--- src/design/assert_macros.svh ---
// Assertion macros shared by the SHA-1 stream hash RTL.
`ifndef ASSERT_MACROS_SVH
`define ASSERT_MACROS_SVH
`ifndef NO_ASSERTIONS
`define CHK_ASSERT(label, clk, rst, prop) \
  label: assert property (@(posedge clk) disable iff (rst) prop) \
    else $error("sha1 stream hash check failed");
`define CHK_ASSERT_ALWAYS(label, clk, prop) \
  label: assert property (@(posedge clk) prop) \
    else $error("sha1 stream hash check failed");
`else
`define CHK_ASSERT(label, clk, rst, prop)
`define CHK_ASSERT_ALWAYS(label, clk, prop)
`endif
`endif

--- src/design/sha1s_pkg.sv ---
// Types, constants and command/status structs for the SHA-1 stream hash.
`default_nettype none
package sha1s_pkg;

  localparam int ROUNDS        = 80;
  localparam int ROUND_W       = $clog2(ROUNDS);
  localparam int BLOCK_WORDS   = 16;
  localparam int DIGEST_WORDS  = 5;
  localparam int IDX_W         = 3;
  localparam int FILL_W        = 6;
  localparam logic [FILL_W-1:0] LEN_FILL  = 6'd56;
  localparam logic [FILL_W-1:0] FILL_LAST = 6'd63;
  localparam logic [7:0] PAD_MARK = 8'h80;
  localparam logic [IDX_W-1:0] LAST_WORD_IDX = 3'd4;

  localparam logic [31:0] K_CH   = 32'h5a827999;
  localparam logic [31:0] K_PAR1 = 32'h6ed9eba1;
  localparam logic [31:0] K_MAJ  = 32'h8f1bbcdc;
  localparam logic [31:0] K_PAR2 = 32'hca62c1d6;

  localparam logic [31:0] H_INIT [DIGEST_WORDS] = '{
    32'h67452301, 32'hefcdab89, 32'h98badcfe, 32'h10325476, 32'hc3d2e1f0
  };

  typedef enum logic [3:0] {
    S_IDLE, S_LOAD, S_ROUND, S_ADD, S_PAD_MARK, S_PAD_ZERO, S_PAD_LEN, S_EMIT
  } state_t;

  typedef enum logic [1:0] {
    PH_CH, PH_PAR1, PH_MAJ, PH_PAR2
  } round_phase_t;

  typedef enum logic [1:0] {
    BYTE_IN, BYTE_MARK, BYTE_ZERO, BYTE_LEN
  } byte_sel_t;

  typedef struct packed {
    logic             absorb;
    byte_sel_t        byte_sel;
    logic             count_byte;
    logic             load_work;
    logic             round;
    round_phase_t     phase;
    logic             add_chain;
    logic             init;
    logic             out_load;
    logic [IDX_W-1:0] out_index;
  } cmd_t;

  typedef struct packed {
    logic fill_last;
    logic fill_at_len;
    logic out_free;
  } status_t;

endpackage
`default_nettype wire

--- src/design/sha1_stream_hash_top.sv ---
// Top level of the streaming SHA-1 hash engine.
//
//  channel   dir  tdata                 tuser              tlast
//  s_*       in   [7:0] data_byte       [0] has_byte       finish
//  m_*       out  [31:0] digest_word    [2:0] word_index   last_word
//
//  Message bytes are absorbed while idle; a full 64-byte block then runs the
//  load, 80 rounds on one round unit and the chaining add.
//  A finish runs one padding byte a cycle outside its one or two compressions,
//  then five digest transfers, one per cycle while m_tready stays high.
//  s_tready is high only in the idle state; m_tready low holds the digest word.
//  Reset loads the initial chaining value and clears the byte counts.
`default_nettype none
module sha1_stream_hash_top
  import sha1s_pkg::*;
(
  input  wire logic        clk,
  input  wire logic        rst,
  input  wire logic        s_tvalid,
  output logic             s_tready,
  input  wire logic [7:0]  s_tdata,   // [7:0] data_byte
  input  wire logic        s_tuser,   // [0] has_byte
  input  wire logic        s_tlast,
  output logic             m_tvalid,
  input  wire logic        m_tready,
  output logic [31:0]      m_tdata,   // [31:0] digest_word
  output logic [IDX_W-1:0] m_tuser,   // [2:0] word_index
  output logic             m_tlast
);

  cmd_t    cmd;
  status_t status;

  sha1s_ctrl u_ctrl (
    .clk         (clk),
    .rst         (rst),
    .in_valid    (s_tvalid),
    .in_has_byte (s_tuser),
    .in_finish   (s_tlast),
    .in_ready    (s_tready),
    .status      (status),
    .cmd         (cmd)
  );

  sha1s_datapath u_datapath (
    .clk       (clk),
    .rst       (rst),
    .in_byte   (s_tdata),
    .cmd       (cmd),
    .status    (status),
    .out_valid (m_tvalid),
    .out_ready (m_tready),
    .out_word  (m_tdata),
    .out_index (m_tuser),
    .out_last  (m_tlast)
  );

endmodule
`default_nettype wire

--- src/design/sha1s_ctrl.sv ---
// Controller state machine: absorb, padding, compression sequencing, digest output.
`default_nettype none
`include "assert_macros.svh"
module sha1s_ctrl
  import sha1s_pkg::*;
(
  input  wire logic    clk,
  input  wire logic    rst,
  input  wire logic    in_valid,
  input  wire logic    in_has_byte,
  input  wire logic    in_finish,
  output logic         in_ready,
  input  wire status_t status,
  output cmd_t         cmd
);

  state_t              state, state_next;
  state_t              ret_state, ret_state_next;
  logic [ROUND_W-1:0]  round_cnt;
  logic [IDX_W-1:0]    word_cnt;

  always_ff @(posedge clk) begin
    if (rst) begin
      state     <= S_IDLE;
      ret_state <= S_IDLE;
      round_cnt <= '0;
      word_cnt  <= '0;
    end else begin
      state     <= state_next;
      ret_state <= ret_state_next;
      if (state == S_ROUND) begin
        round_cnt <= round_cnt + 1'b1;
      end else begin
        round_cnt <= '0;
      end
      if (cmd.out_load) begin
        word_cnt <= (word_cnt == LAST_WORD_IDX) ? '0 : word_cnt + 1'b1;
      end
    end
  end

  always_comb begin
    state_next     = state;
    ret_state_next = ret_state;
    unique case (state)
      S_IDLE: begin
        if (in_valid) begin
          if (in_has_byte && status.fill_last) begin
            state_next     = S_LOAD;
            ret_state_next = in_finish ? S_PAD_MARK : S_IDLE;
          end else if (in_finish) begin
            state_next = S_PAD_MARK;
          end
        end
      end
      S_LOAD:  state_next = S_ROUND;
      S_ROUND: begin
        if (round_cnt == ROUND_W'(ROUNDS - 1)) begin
          state_next = S_ADD;
        end
      end
      S_ADD:   state_next = ret_state;
      S_PAD_MARK: begin
        if (status.fill_last) begin
          state_next     = S_LOAD;
          ret_state_next = S_PAD_ZERO;
        end else begin
          state_next = S_PAD_ZERO;
        end
      end
      S_PAD_ZERO: begin
        if (status.fill_at_len) begin
          state_next = S_PAD_LEN;
        end else if (status.fill_last) begin
          state_next     = S_LOAD;
          ret_state_next = S_PAD_ZERO;
        end
      end
      S_PAD_LEN: begin
        if (status.fill_last) begin
          state_next     = S_LOAD;
          ret_state_next = S_EMIT;
        end
      end
      S_EMIT: begin
        if (status.out_free && word_cnt == LAST_WORD_IDX) begin
          state_next = S_IDLE;
        end
      end
      default: state_next = S_IDLE;
    endcase
  end

  always_comb begin
    cmd       = '0;
    in_ready  = 1'b0;
    cmd.byte_sel = BYTE_IN;
    cmd.phase    = PH_CH;
    unique case (state)
      S_IDLE: begin
        in_ready       = 1'b1;
        cmd.absorb     = in_valid && in_has_byte;
        cmd.count_byte = in_valid && in_has_byte;
      end
      S_LOAD:  cmd.load_work = 1'b1;
      S_ROUND: begin
        cmd.round = 1'b1;
        if (round_cnt < ROUND_W'(20)) begin
          cmd.phase = PH_CH;
        end else if (round_cnt < ROUND_W'(40)) begin
          cmd.phase = PH_PAR1;
        end else if (round_cnt < ROUND_W'(60)) begin
          cmd.phase = PH_MAJ;
        end else begin
          cmd.phase = PH_PAR2;
        end
      end
      S_ADD: cmd.add_chain = 1'b1;
      S_PAD_MARK: begin
        cmd.absorb   = 1'b1;
        cmd.byte_sel = BYTE_MARK;
      end
      S_PAD_ZERO: begin
        cmd.absorb   = 1'b1;
        cmd.byte_sel = status.fill_at_len ? BYTE_LEN : BYTE_ZERO;
      end
      S_PAD_LEN: begin
        cmd.absorb   = 1'b1;
        cmd.byte_sel = BYTE_LEN;
      end
      S_EMIT: begin
        cmd.out_load  = status.out_free;
        cmd.out_index = word_cnt;
        cmd.init      = status.out_free && (word_cnt == LAST_WORD_IDX);
      end
      default: ;
    endcase
  end

  `CHK_ASSERT(a_round_range, clk, rst, (state == S_ROUND) |-> (round_cnt < ROUND_W'(ROUNDS)))
  `CHK_ASSERT(a_round_end, clk, rst, (state == S_ROUND && round_cnt == ROUND_W'(ROUNDS - 1)) |=> (state == S_ADD))
  `CHK_ASSERT(a_emit_free, clk, rst, cmd.out_load |-> status.out_free)

endmodule
`default_nettype wire

--- src/design/sha1s_datapath.sv ---
// Datapath: block packing, message schedule window, round unit, chaining and output register.
`default_nettype none
`include "assert_macros.svh"
module sha1s_datapath
  import sha1s_pkg::*;
(
  input  wire logic        clk,
  input  wire logic        rst,
  input  wire logic [7:0]  in_byte,
  input  wire cmd_t        cmd,
  output status_t          status,
  output logic             out_valid,
  input  wire logic        out_ready,
  output logic [31:0]      out_word,
  output logic [IDX_W-1:0] out_index,
  output logic             out_last
);

  logic [31:0]       win [BLOCK_WORDS];
  logic [31:0]       chain [DIGEST_WORDS];
  logic [31:0]       a, b, c, d, e;
  logic [FILL_W-1:0] fill;
  logic [31:0]       msg_bytes;
  logic [7:0]        abs_byte;
  logic [7:0]        len_byte;
  logic [31:0]       f_val;
  logic [31:0]       k_val;
  logic [31:0]       t_val;
  logic [31:0]       sched;
  logic [3:0]        word_sel;
  logic [1:0]        lane;

  assign word_sel = fill[5:2];
  assign lane     = fill[1:0];

  always_comb begin
    unique case (fill[2:0])
      3'd3:    len_byte = {5'b0, msg_bytes[31:29]};
      3'd4:    len_byte = msg_bytes[28:21];
      3'd5:    len_byte = msg_bytes[20:13];
      3'd6:    len_byte = msg_bytes[12:5];
      3'd7:    len_byte = {msg_bytes[4:0], 3'b0};
      default: len_byte = 8'h00;
    endcase
  end

  always_comb begin
    unique case (cmd.byte_sel)
      BYTE_IN:   abs_byte = in_byte;
      BYTE_MARK: abs_byte = PAD_MARK;
      BYTE_ZERO: abs_byte = 8'h00;
      BYTE_LEN:  abs_byte = len_byte;
      default:   abs_byte = 8'h00;
    endcase
  end

  always_comb begin
    unique case (cmd.phase)
      PH_CH: begin
        f_val = d ^ (b & (c ^ d));
        k_val = K_CH;
      end
      PH_PAR1: begin
        f_val = b ^ c ^ d;
        k_val = K_PAR1;
      end
      PH_MAJ: begin
        f_val = (b & c) | (d & (b | c));
        k_val = K_MAJ;
      end
      PH_PAR2: begin
        f_val = b ^ c ^ d;
        k_val = K_PAR2;
      end
      default: begin
        f_val = '0;
        k_val = '0;
      end
    endcase
  end

  assign t_val = f_val + k_val + {a[26:0], a[31:27]} + e + win[0];

  always_comb begin
    logic [31:0] x;
    x     = win[13] ^ win[8] ^ win[2] ^ win[0];
    sched = {x[30:0], x[31]};
  end

  always_ff @(posedge clk) begin
    for (int i = 0; i < BLOCK_WORDS; i++) begin
      if (cmd.round) begin
        win[i] <= (i == BLOCK_WORDS - 1) ? sched : win[(i + 1) % BLOCK_WORDS];
      end else if (cmd.absorb && word_sel == 4'(i)) begin
        unique case (lane)
          2'd0: win[i] <= {abs_byte, 24'h0};
          2'd1: win[i][23:16] <= abs_byte;
          2'd2: win[i][15:8]  <= abs_byte;
          2'd3: win[i][7:0]   <= abs_byte;
          default: ;
        endcase
      end
    end
  end

  always_ff @(posedge clk) begin
    if (cmd.load_work) begin
      a <= chain[0];
      b <= chain[1];
      c <= chain[2];
      d <= chain[3];
      e <= chain[4];
    end else if (cmd.round) begin
      a <= t_val;
      b <= a;
      c <= {b[1:0], b[31:2]};
      d <= c;
      e <= d;
    end
  end

  always_ff @(posedge clk) begin
    if (rst || cmd.init) begin
      for (int i = 0; i < DIGEST_WORDS; i++) begin
        chain[i] <= H_INIT[i];
      end
      fill      <= '0;
      msg_bytes <= '0;
    end else begin
      if (cmd.add_chain) begin
        chain[0] <= chain[0] + a;
        chain[1] <= chain[1] + b;
        chain[2] <= chain[2] + c;
        chain[3] <= chain[3] + d;
        chain[4] <= chain[4] + e;
      end
      if (cmd.absorb) begin
        fill <= fill + 1'b1;
      end
      if (cmd.count_byte) begin
        msg_bytes <= msg_bytes + 1'b1;
      end
    end
  end

  always_ff @(posedge clk) begin
    if (rst) begin
      out_valid <= 1'b0;
    end else if (cmd.out_load) begin
      out_valid <= 1'b1;
    end else if (out_ready) begin
      out_valid <= 1'b0;
    end
  end

  always_ff @(posedge clk) begin
    if (cmd.out_load) begin
      out_word  <= chain[cmd.out_index];
      out_index <= cmd.out_index;
      out_last  <= (cmd.out_index == LAST_WORD_IDX);
    end
  end

  assign status.fill_last   = (fill == FILL_LAST);
  assign status.fill_at_len = (fill == LEN_FILL);
  assign status.out_free    = !out_valid || out_ready;

  `CHK_ASSERT(a_round_block_empty, clk, rst, cmd.round |-> (fill == '0))
  `CHK_ASSERT(a_last_index, clk, rst, (out_valid && out_last) |-> (out_index == LAST_WORD_IDX))
  `CHK_ASSERT_ALWAYS(a_reset_clear, clk, rst |=> (fill == '0 && !out_valid))

endmodule
`default_nettype wire

--- config.mk ---
export PLATFORM = sky130hd
export DESIGN_NAME = sha1_stream_hash_top
export DESIGN_NICKNAME = d
export VERILOG_FILES = /design/src/design/sha1s_pkg.sv /design/src/design/sha1_stream_hash_top.sv /design/src/design/sha1s_ctrl.sv /design/src/design/sha1s_datapath.sv
export VERILOG_INCLUDE_DIRS = /design/src /design/src/design
export SDC_FILE = /design/constraint.sdc
export NUM_CORES = 2
export LEC_CHECK = 0
export ABC_CLOCK_PERIOD_IN_PS = 9450
export BUFFER_PORTS_ARGS = -buffer_cell sky130_fd_sc_hd__buf_4
export CORE_UTILIZATION = 35
export CTS_CLUSTER_DIAMETER = 50
export CTS_CLUSTER_SIZE = 40
export DETAILED_ROUTE_END_ITERATION = 12
export SLEW_MARGIN = 15
export SYNTH_ARGS = -nofsm -noshare
export SYNTH_HDL_FRONTEND = slang
export SYNTH_SLANG_ARGS = --single-unit
--- constraint.sdc ---
create_clock -name clk -period 9.45 [get_ports clk]
set_input_delay 2.835 -clock clk [delete_from_list [all_inputs] [get_ports clk]]
set_output_delay 2.835 -clock clk [all_outputs]
set_load 0.02 [all_outputs]
---- Word-level counts from Yosys, hierarchy flattened ----
Memories as Yosys holds them, arrays and structs flattened. A register that Yosys moved wholly into a read port is not among the register bits.
Index checks and enable logic that the tools add are counted.
W data, S select, Z words.
storage, ports and cells
  flip-flop bits (word level) ............. 221
  word-level logic and storage cells ...... 514
  output and inout bits ................... 38
  input bits .............................. 14
  RAM bits ................................ 672
  memories ................................ 2
memory list
  name              depth  bits a word  rd ports  clocked after memory_dff  write ports  RTL line              RTL
  u_datapath.win    16     32           16        0                         16           sha1s_datapath.sv:19  logic [31:0] win [BLOCK_WORDS];
  u_datapath.chain  5      32           6         1                         5            sha1s_datapath.sv:20  logic [31:0] chain [DIGEST_WORDS];
operators by class
  equality and inequality tests ........... 48
  bitwise operators ....................... 82
  reduce and logical (&&, ||, !) cells .... 35
  mux-type cells .......................... 317
  magnitude comparators ................... 3
  add/sub/neg operators ................... 13
operator list
  kind                     number
  $mux W32                 31
  $mux W8                  48
  $add A32 B32 Y32         9
  $xor A32 B32 Y32         7
  $mux W1                  211
  $pmux W32 S4             1
  $and A32 B32 Y32         3
  $pmux W32 S3             1
  $or A1 B1 Y1             69
  $or A32 B32 Y32          2
  $mux W4                  12
  $pmux W8 S5              1
  $add A32 B1 Y32 const B  1
  $eq A4 B3 Y1 const B     8
  $eq A4 B4 Y1 const B     8
  $pmux W4 S8              1
  $pmux W8 S4              1
  $logic_and A1 B1 Y1      19
  $eq A3 B3 Y1 const B     6
  $eq A4 B2 Y1 const B     4
  $pmux W4 S4              1
  $lt A7 B6 Y1 const B     2
  $eq A2 B2 Y1 const B     6
  $eq A6 B6 Y1 const B     2
  27 further kinds         44

---- Depth between registers and ports, before layout ----
  word-level depth ........................ 14
  depth in mapped cells ................... 32
  gate-level depth less buffers ........... 25

---- Modules after synthesis ----
A second synthesis with hierarchy kept.
unflattened totals
  cells, all modules ...................... 5125
  area, all modules ....................... 53571.4 um^2
modules (own cells, without submodules)
  module          instances  sequential area each (um^2)  cells an instance  area each (um^2)
  sha1s_datapath  1          26845.7                      4981               52455.3
  sha1s_ctrl      1          340.3                        144                1116.1

---- Worst setup path before layout ----
OpenSTA, ideal clock, no wires.
  path type ............................... input to register
  start point ............................. input m_tready
  end point ............................... memory u_datapath.chain[0][0] (enable)
  setup slack ............................. -308 ps
  required time ........................... 8902 ps
  setup time .............................. 548 ps
  cell stages on the path ................. 6
  path buffers ............................ 2
  arrival ................................. 9210 ps
  cell sequence ........................... nor2b_1 -> nor2_1 -> a31o_2 -> buf_2 -> clkbuf_1 -> nand2b_1
RTL lines
  element          RTL line                    RTL
  start, declared  sha1_stream_hash_top.sv:25  input wire logic m_tready,
  end, declared    sha1s_datapath.sv:20

---- Worst setup path after layout ----
  start point ............................. register u_ctrl.state[1]
  end point ............................... register u_datapath.a[24], data pin
between the ends
  longest elaborated chain between the ends .. 11
  elaborated cells on any way between the ends .. 17
  those cells by class .................... add/sub: 4; eq/ne: 5; mux: 6; reduce/logical: 2
ends and longest elaborated chain
  element                                       RTL line               RTL
  start, declared                               sha1s_ctrl.sv:17       state_t state, state_next;
  start signal, assigned                        sha1s_ctrl.sv:29       state <= state_next;
  $eq A4 B2 Y1                                  sha1s_ctrl.sv:99       unique case (state)
  $mux W3                                       sha1s_ctrl.sv:99
  $eq A2 B1 Y1 or $eq A2 B2 Y1 (tied branches)  sha1s_datapath.sv:58   unique case (cmd.phase)
  $reduce_or A2 Y1 (no line)                    n/a
  $pmux W32 S3                                  sha1s_datapath.sv:58
  $add A32 B32 Y32 (4 in a row)                 sha1s_datapath.sv:82   assign t_val = f_val + k_val + {a[26:0], a[31:27]} + e + win[0];
  $mux W32                                      sha1s_datapath.sv:113  end else if (cmd.round) begin
  $mux W32 *                                    sha1s_datapath.sv:107  if (cmd.load_work) begin
  end signal, assigned                          sha1s_datapath.sv:108  a <= chain[0];
  end signal, assigned                          sha1s_datapath.sv:114  a <= t_val;
  end, declared                                 sha1s_datapath.sv:21   logic [31:0] a, b, c, d, e;
Every way passes the cells marked *; elsewhere a longest branch is shown, timed or not. The select of a mux whose other input is x is not followed.
A chain may end at the register's enable or synchronous reset.

==> metrics.txt <==
# TYPE chip_impl_metric gauge
chip_impl_metric{name="cap_viol_max_count",unit=""} 0
chip_impl_metric{name="timing.final.ws_setup",unit="ns"} 1.79
chip_impl_metric{name="synthCells",unit=""} 5105
chip_impl_metric{name="placed_cells",unit=""} 7012
chip_impl_metric{name="clkPwrFrac",unit="%"} 48.9
chip_impl_metric{name="first_iter_violations",unit=""} 3464
chip_impl_info{name="tritoncts_clock_tree",value="done"} 1
chip_impl_metric{name="gr-total-overflow",unit=""} 0
chip_impl_metric{name="worstMarginPinSlew",unit="ns"} 1.20
chip_impl_metric{name="internal_power",unit="mW"} 7.23
chip_impl_metric{name="placer_s_final_routability_congestion_estimate",unit=""} 0.962
chip_impl_metric{name="ir_worst_vdd",unit="uV"} 157
chip_impl_info{name="yosys-top-cells-area",value="sky130_fd_sc_hd__edfxtp_1, sky130_fd_sc_hd__ha_1, sky130_fd_sc_hd__a22o_1, sky130_fd_sc_hd__nand2_1, sky130_fd_sc_hd__o21ai_0"} 1
chip_impl_metric{name="timing.reg2reg.setup_slack",unit="ns"} 1.79
chip_impl_metric{name="cts_made_buffers",unit=""} 110
chip_impl_metric{name="worst_setup_hold_path_clk_slew",unit="ns"} 0.07
chip_impl_metric{name="crit_path_max_cell_delay",unit="ns"} 0.83
chip_impl_metric{name="route.final.wire_length",unit="microns"} 162000
chip_impl_metric{name="p_comb_share",unit="%"} 4.1
chip_impl_info{name="r2r-start",value="u_ctrl.state[1]"} 1
chip_impl_metric{name="post-route-drc-count",unit=""} 0
chip_impl_info{name="most_frequent_cells_in_the_layout",value="sky130_fd_sc_hd__edfxtp_1, sky130_fd_sc_hd__nand2_1, sky130_fd_sc_hd__o21ai_0"} 1
chip_impl_metric{name="via_to_cell_ratio",unit=""} 5.54
chip_impl_metric{name="slew_viol_final",unit=""} 0
chip_impl_metric{name="worst_ep_arrival_time",unit="ns"} 8.27
chip_impl_metric{name="ys_seq_area_share",unit="%"} 50.3
chip_impl_info{name="r2r-end",value="u_datapath.a[24]"} 1
chip_impl_metric{name="min_delay_path_depth",unit=""} 1
chip_impl_metric{name="multiInputGateArea",unit="sq um"} 24700
chip_impl_metric{name="initial_utilization",unit="%"} 35.4
chip_impl_metric{name="numClockSinks",unit=""} 924
chip_impl_info{name="dominantRegCellSynth",value="sky130_fd_sc_hd__edfxtp_1"} 1
chip_impl_info{name="worst_path_most_repeated_cell",value="sky130_fd_sc_hd__o21ai_0"} 1
chip_impl_metric{name="dpl.hpwl",unit="microns"} 113000
chip_impl_metric{name="post_drt_wl_per_cell",unit="microns"} 22.4
chip_impl_metric{name="timing.final.hold_violations",unit=""} 0
chip_impl_metric{name="syn-num-nets",unit=""} 5481
chip_impl_metric{name="hold_bufs_inserted_after_cts",unit=""} 0
chip_impl_info{name="holdCritPathClass",value="reg2reg"} 1
chip_impl_metric{name="p_per_area",unit="nW/um^2"} 157
chip_impl_metric{name="fp-row-count",unit=""} 143
chip_impl_info{name="cp_slowest_cell",value="sky130_fd_sc_hd__a2111oi_2"} 1
chip_impl_info{name="status",value="finished, final reports clean"} 1
chip_impl_metric{name="post-synth-top-area-fraction",unit="%"} 48.3
chip_impl_metric{name="grt.total_usage",unit="%"} 20.4
chip_impl_metric{name="final_setup_vio_count",unit=""} 0
chip_impl_metric{name="register_area",unit="sq um"} 27200
chip_impl_info{name="holdPathEnd",value="u_ctrl.round_cnt[0]"} 1
chip_impl_metric{name="design.core.area",unit="sq um"} 153000
chip_impl_metric{name="vias",unit=""} 40000
chip_impl_metric{name="pin_count",unit=""} 52
chip_impl_metric{name="layout-drive-gt1-share",unit="%"} 8.80
chip_impl_metric{name="post-cts-setup-buffers",unit=""} 0
chip_impl_metric{name="detailedRoute.firstPassIterationCount",unit=""} 6
chip_impl_metric{name="cts_buffer_depth",unit=""} 3
chip_impl_metric{name="synthesis.yosys.warnings",unit=""} 0
chip_impl_metric{name="synth.cell_area",unit="sq um"} 54000
chip_impl_metric{name="syn_avg_cell_area",unit="sq um"} 10.6
chip_impl_metric{name="critical_path.max_fanout",unit=""} 130
chip_impl_info{name="timing.critical_path.to_type",value="register"} 1
chip_impl_metric{name="stdcell_count",unit=""} 7221
chip_impl_metric{name="postPlaceCellArea",unit="sq um"} 56400
chip_impl_metric{name="number_of_global_route_vias_before_repair",unit=""} 38100
chip_impl_metric{name="num-fill-cells",unit=""} 14700
chip_impl_info{name="unrepaired_setup_endpoints_after_global_routing",value="no"} 1
chip_impl_metric{name="netlist-cell-type-count",unit=""} 93
chip_impl_metric{name="net-switching-power",unit="mW"} 2.29
chip_impl_info{name="startpoint_of_the_most_critical_hold_path",value="u_ctrl.round_cnt[0]"} 1
chip_impl_metric{name="power.leakage",unit="nW"} 23.0
chip_impl_metric{name="syn2layout_area_growth",unit="%"} 11.9
chip_impl_info{name="netlist.top_cell.by_area",value="sky130_fd_sc_hd__edfxtp_1"} 1
chip_impl_metric{name="die_w",unit="microns"} 395
chip_impl_metric{name="grt_pass1_wl",unit="microns"} 241000
chip_impl_metric{name="antenna_cells",unit=""} 0
chip_impl_metric{name="maximum_number_of_pins_on_one_net_before_global_route_repair",unit=""} 161
chip_impl_metric{name="sw_share",unit="%"} 24.1
chip_impl_metric{name="final_standard_cell_area_without_fillers",unit="sq um"} 60400
chip_impl_info{name="final_common_cell",value="sky130_fd_sc_hd__edfxtp_1"} 1
chip_impl_metric{name="post_cts_resize_count",unit=""} 0
chip_impl_metric{name="cts_htree_levels",unit=""} 3
chip_impl_metric{name="number_of_cells_on_the_worst_reg_to_reg_path",unit=""} 23
chip_impl_metric{name="setup-tns-final",unit="ns"} 0
chip_impl_info{name="worstSetupPathType",value="reg2reg"} 1
chip_impl_metric{name="fmaxAchievable",unit="MHz"} 130
chip_impl_metric{name="worst_clock_skew",unit="ns"} 0.0401
chip_impl_metric{name="min_period_over_period",unit="%"} 81.1
chip_impl_metric{name="antenna_found_initial",unit=""} 3
chip_impl_info{name="ctsRootBufferMaster",value="sky130_fd_sc_hd__clkbuf_16"} 1
chip_impl_metric{name="die_area",unit="sq um"} 156000
chip_impl_metric{name="worstSkewPairLatency",unit="ns"} 0.75
chip_impl_metric{name="layout.nets",unit=""} 5470
chip_impl_metric{name="die_h",unit="microns"} 395
chip_impl_info{name="critical_path.cell_chain",value="nand2b_4 -> or3_2 -> a211oi_4 -> buf_12 -> nor3_1 -> a31oi_1 -> o21ai_0 -> o21ai_0 -> fa_1 -> fa_1 -> inv_1 -> fa_1 -> inv_1 -> ha_1 -> and4_1 -> and2_1 -> o22ai_1 -> a2111oi_2 -> o21ai_0 -> a21boi_0 -> o21ai_0 -> a211oi_1 -> a21o_1"} 1
chip_impl_info{name="critical_path.startpoint_type",value="register"} 1
chip_impl_metric{name="synth-seq-cells",unit=""} 924
chip_impl_metric{name="critical_path_required",unit="ns"} 10.06
chip_impl_metric{name="total_power",unit="mW"} 9.52
chip_impl_metric{name="synth_enable_flop_cells",unit=""} 868
chip_impl_metric{name="async_flop_share",unit="%"} 0
chip_impl_metric{name="place_ws",unit="ns"} 1.76
chip_impl_metric{name="port_buffers",unit=""} 51
chip_impl_metric{name="power_frac_seq",unit="%"} 47.0
chip_impl_metric{name="post-route-min-period",unit="ns"} 7.66
chip_impl_metric{name="ant_nets",unit=""} 0
chip_impl_metric{name="slew_headroom",unit="%"} 20.1
==> layout make-up <==
type	count	share of cell area [%]
timing repair buffer	98	1.30
clock inverter	87	1.87
clock buffer	122	4.79
tap	2030	4.20
inverter	316	1.96
multi-input combinational	3644	40.9
sequential	924	45.0
==> how the worst max path moves through the flow <==
| stage | startpoint | to | slack [ns] |
|---|---|---|---|
| 4_1_cts | u_ctrl.state[1] | u_datapath.a[31] | 1.71 |
| 3_3_place_gp | u_ctrl.state[1] | u_datapath.a[31] | 1.85 |
| 5_1_grt | u_ctrl.state[1] | u_datapath.a[23] | 1.37 |
| 2_1_floorplan | m_tready | u_datapath.chain[0][0] | 1.55 |
| 6_report | u_ctrl.state[1] | u_datapath.a[24] | 1.79 |
| 3_5_place_dp | u_ctrl.state[1] | u_datapath.a[31] | 1.76 |
==> cell usage after synthesis, types with 64 or more instances <==
master and number:
sky130_fd_sc_hd__a211oi_1 64, sky130_fd_sc_hd__nor2_1 366, sky130_fd_sc_hd__fa_1 91, sky130_fd_sc_hd__a31oi_1 78, sky130_fd_sc_hd__nor3_1 78, sky130_fd_sc_hd__inv_1 316, sky130_fd_sc_hd__a21o_1 81, sky130_fd_sc_hd__a22o_1 296
sky130_fd_sc_hd__nand2_1 665, sky130_fd_sc_hd__o21ai_0 434, sky130_fd_sc_hd__clkbuf_1 135, sky130_fd_sc_hd__xor2_1 99, sky130_fd_sc_hd__edfxtp_1 868, sky130_fd_sc_hd__xnor2_1 175, sky130_fd_sc_hd__a21oi_1 207, sky130_fd_sc_hd__ha_1 271
sky130_fd_sc_hd__and3_1 64
==> critical path: cells and delay by family (launching register included) <==
kind            cells  cell delay, ns
flops               1            0.69
compound gates     11            3.16
simple gates        5            1.19
buf+inv             3            0.48
fa+ha+maj           4            1.86
==> stage by stage <==
stage / utilization (%) / hold WS (ns)
5_1_grt: 39.6 / 0.476
4_1_cts: 39.6 / 0.457
3_5_place_dp: 37.0 / 0.445
2_1_floorplan: - / 0.413
3_3_place_gp: 37.0 / 0.429
6_report: 39.6 / 0.450
==> kinds of logic after synthesis <==
logic type | after synthesis | share of synthesized area (%)
simple gates | 1520 | 12.9
compound gates | 1445 | 17.7
flops | 924 | 50.3
buf+inv | 537 | 4.14
fa+ha+maj | 362 | 9.65
xor+xnor | 274 | 4.44
mux | 42 | 0.781
other cells | 1 | 0.00694
==> sequential cells by signal (all words and copies together) (netlist names) <==
| name | flops |
|---|---|
| u_datapath.out_word | 32 |
| u_datapath.msg_bytes | 32 |
| u_datapath.e | 32 |
| u_datapath.fill | 6 |
| u_datapath.c | 32 |
| u_datapath.out_index | 3 |
| u_datapath.a | 32 |
| u_ctrl.round_cnt | 7 |
| u_datapath.d | 32 |
| u_ctrl.word_cnt | 3 |
| u_datapath.win | 512 |
| u_datapath.out_last | 1 |
| u_ctrl.state | 4 |
| u_datapath.b | 32 |
| u_datapath.out_valid | 1 |
| u_ctrl.ret_state | 3 |
| u_datapath.chain | 160 |
==> routing by layer <==
metal | wire (microns) | GRT usage [%] | vias to the layer above
met5 | 0 | 0 | -
met4 | 4790 | 6.29 | 0
met3 | 11100 | 2.99 | 264
met2 | 76000 | 33.2 | 1475
met1 | 70200 | 27.8 | 19700
li1 | - | - | 18600
==> power by group through the flow <==
stage / Combinational, mW / Clock, mW / Sequential (mW)
detailed placement: 0.382 / 0 / 4.56
global placement: 0.378 / 0 / 4.56
finish: 0.386 / 4.66 / 4.48
global route: 0.417 / 4.87 / 4.48
floorplan: 0.262 / 0 / 4.55
CTS: 0.384 / 4.71 / 4.47
Power figures use the tool's default switching activity.
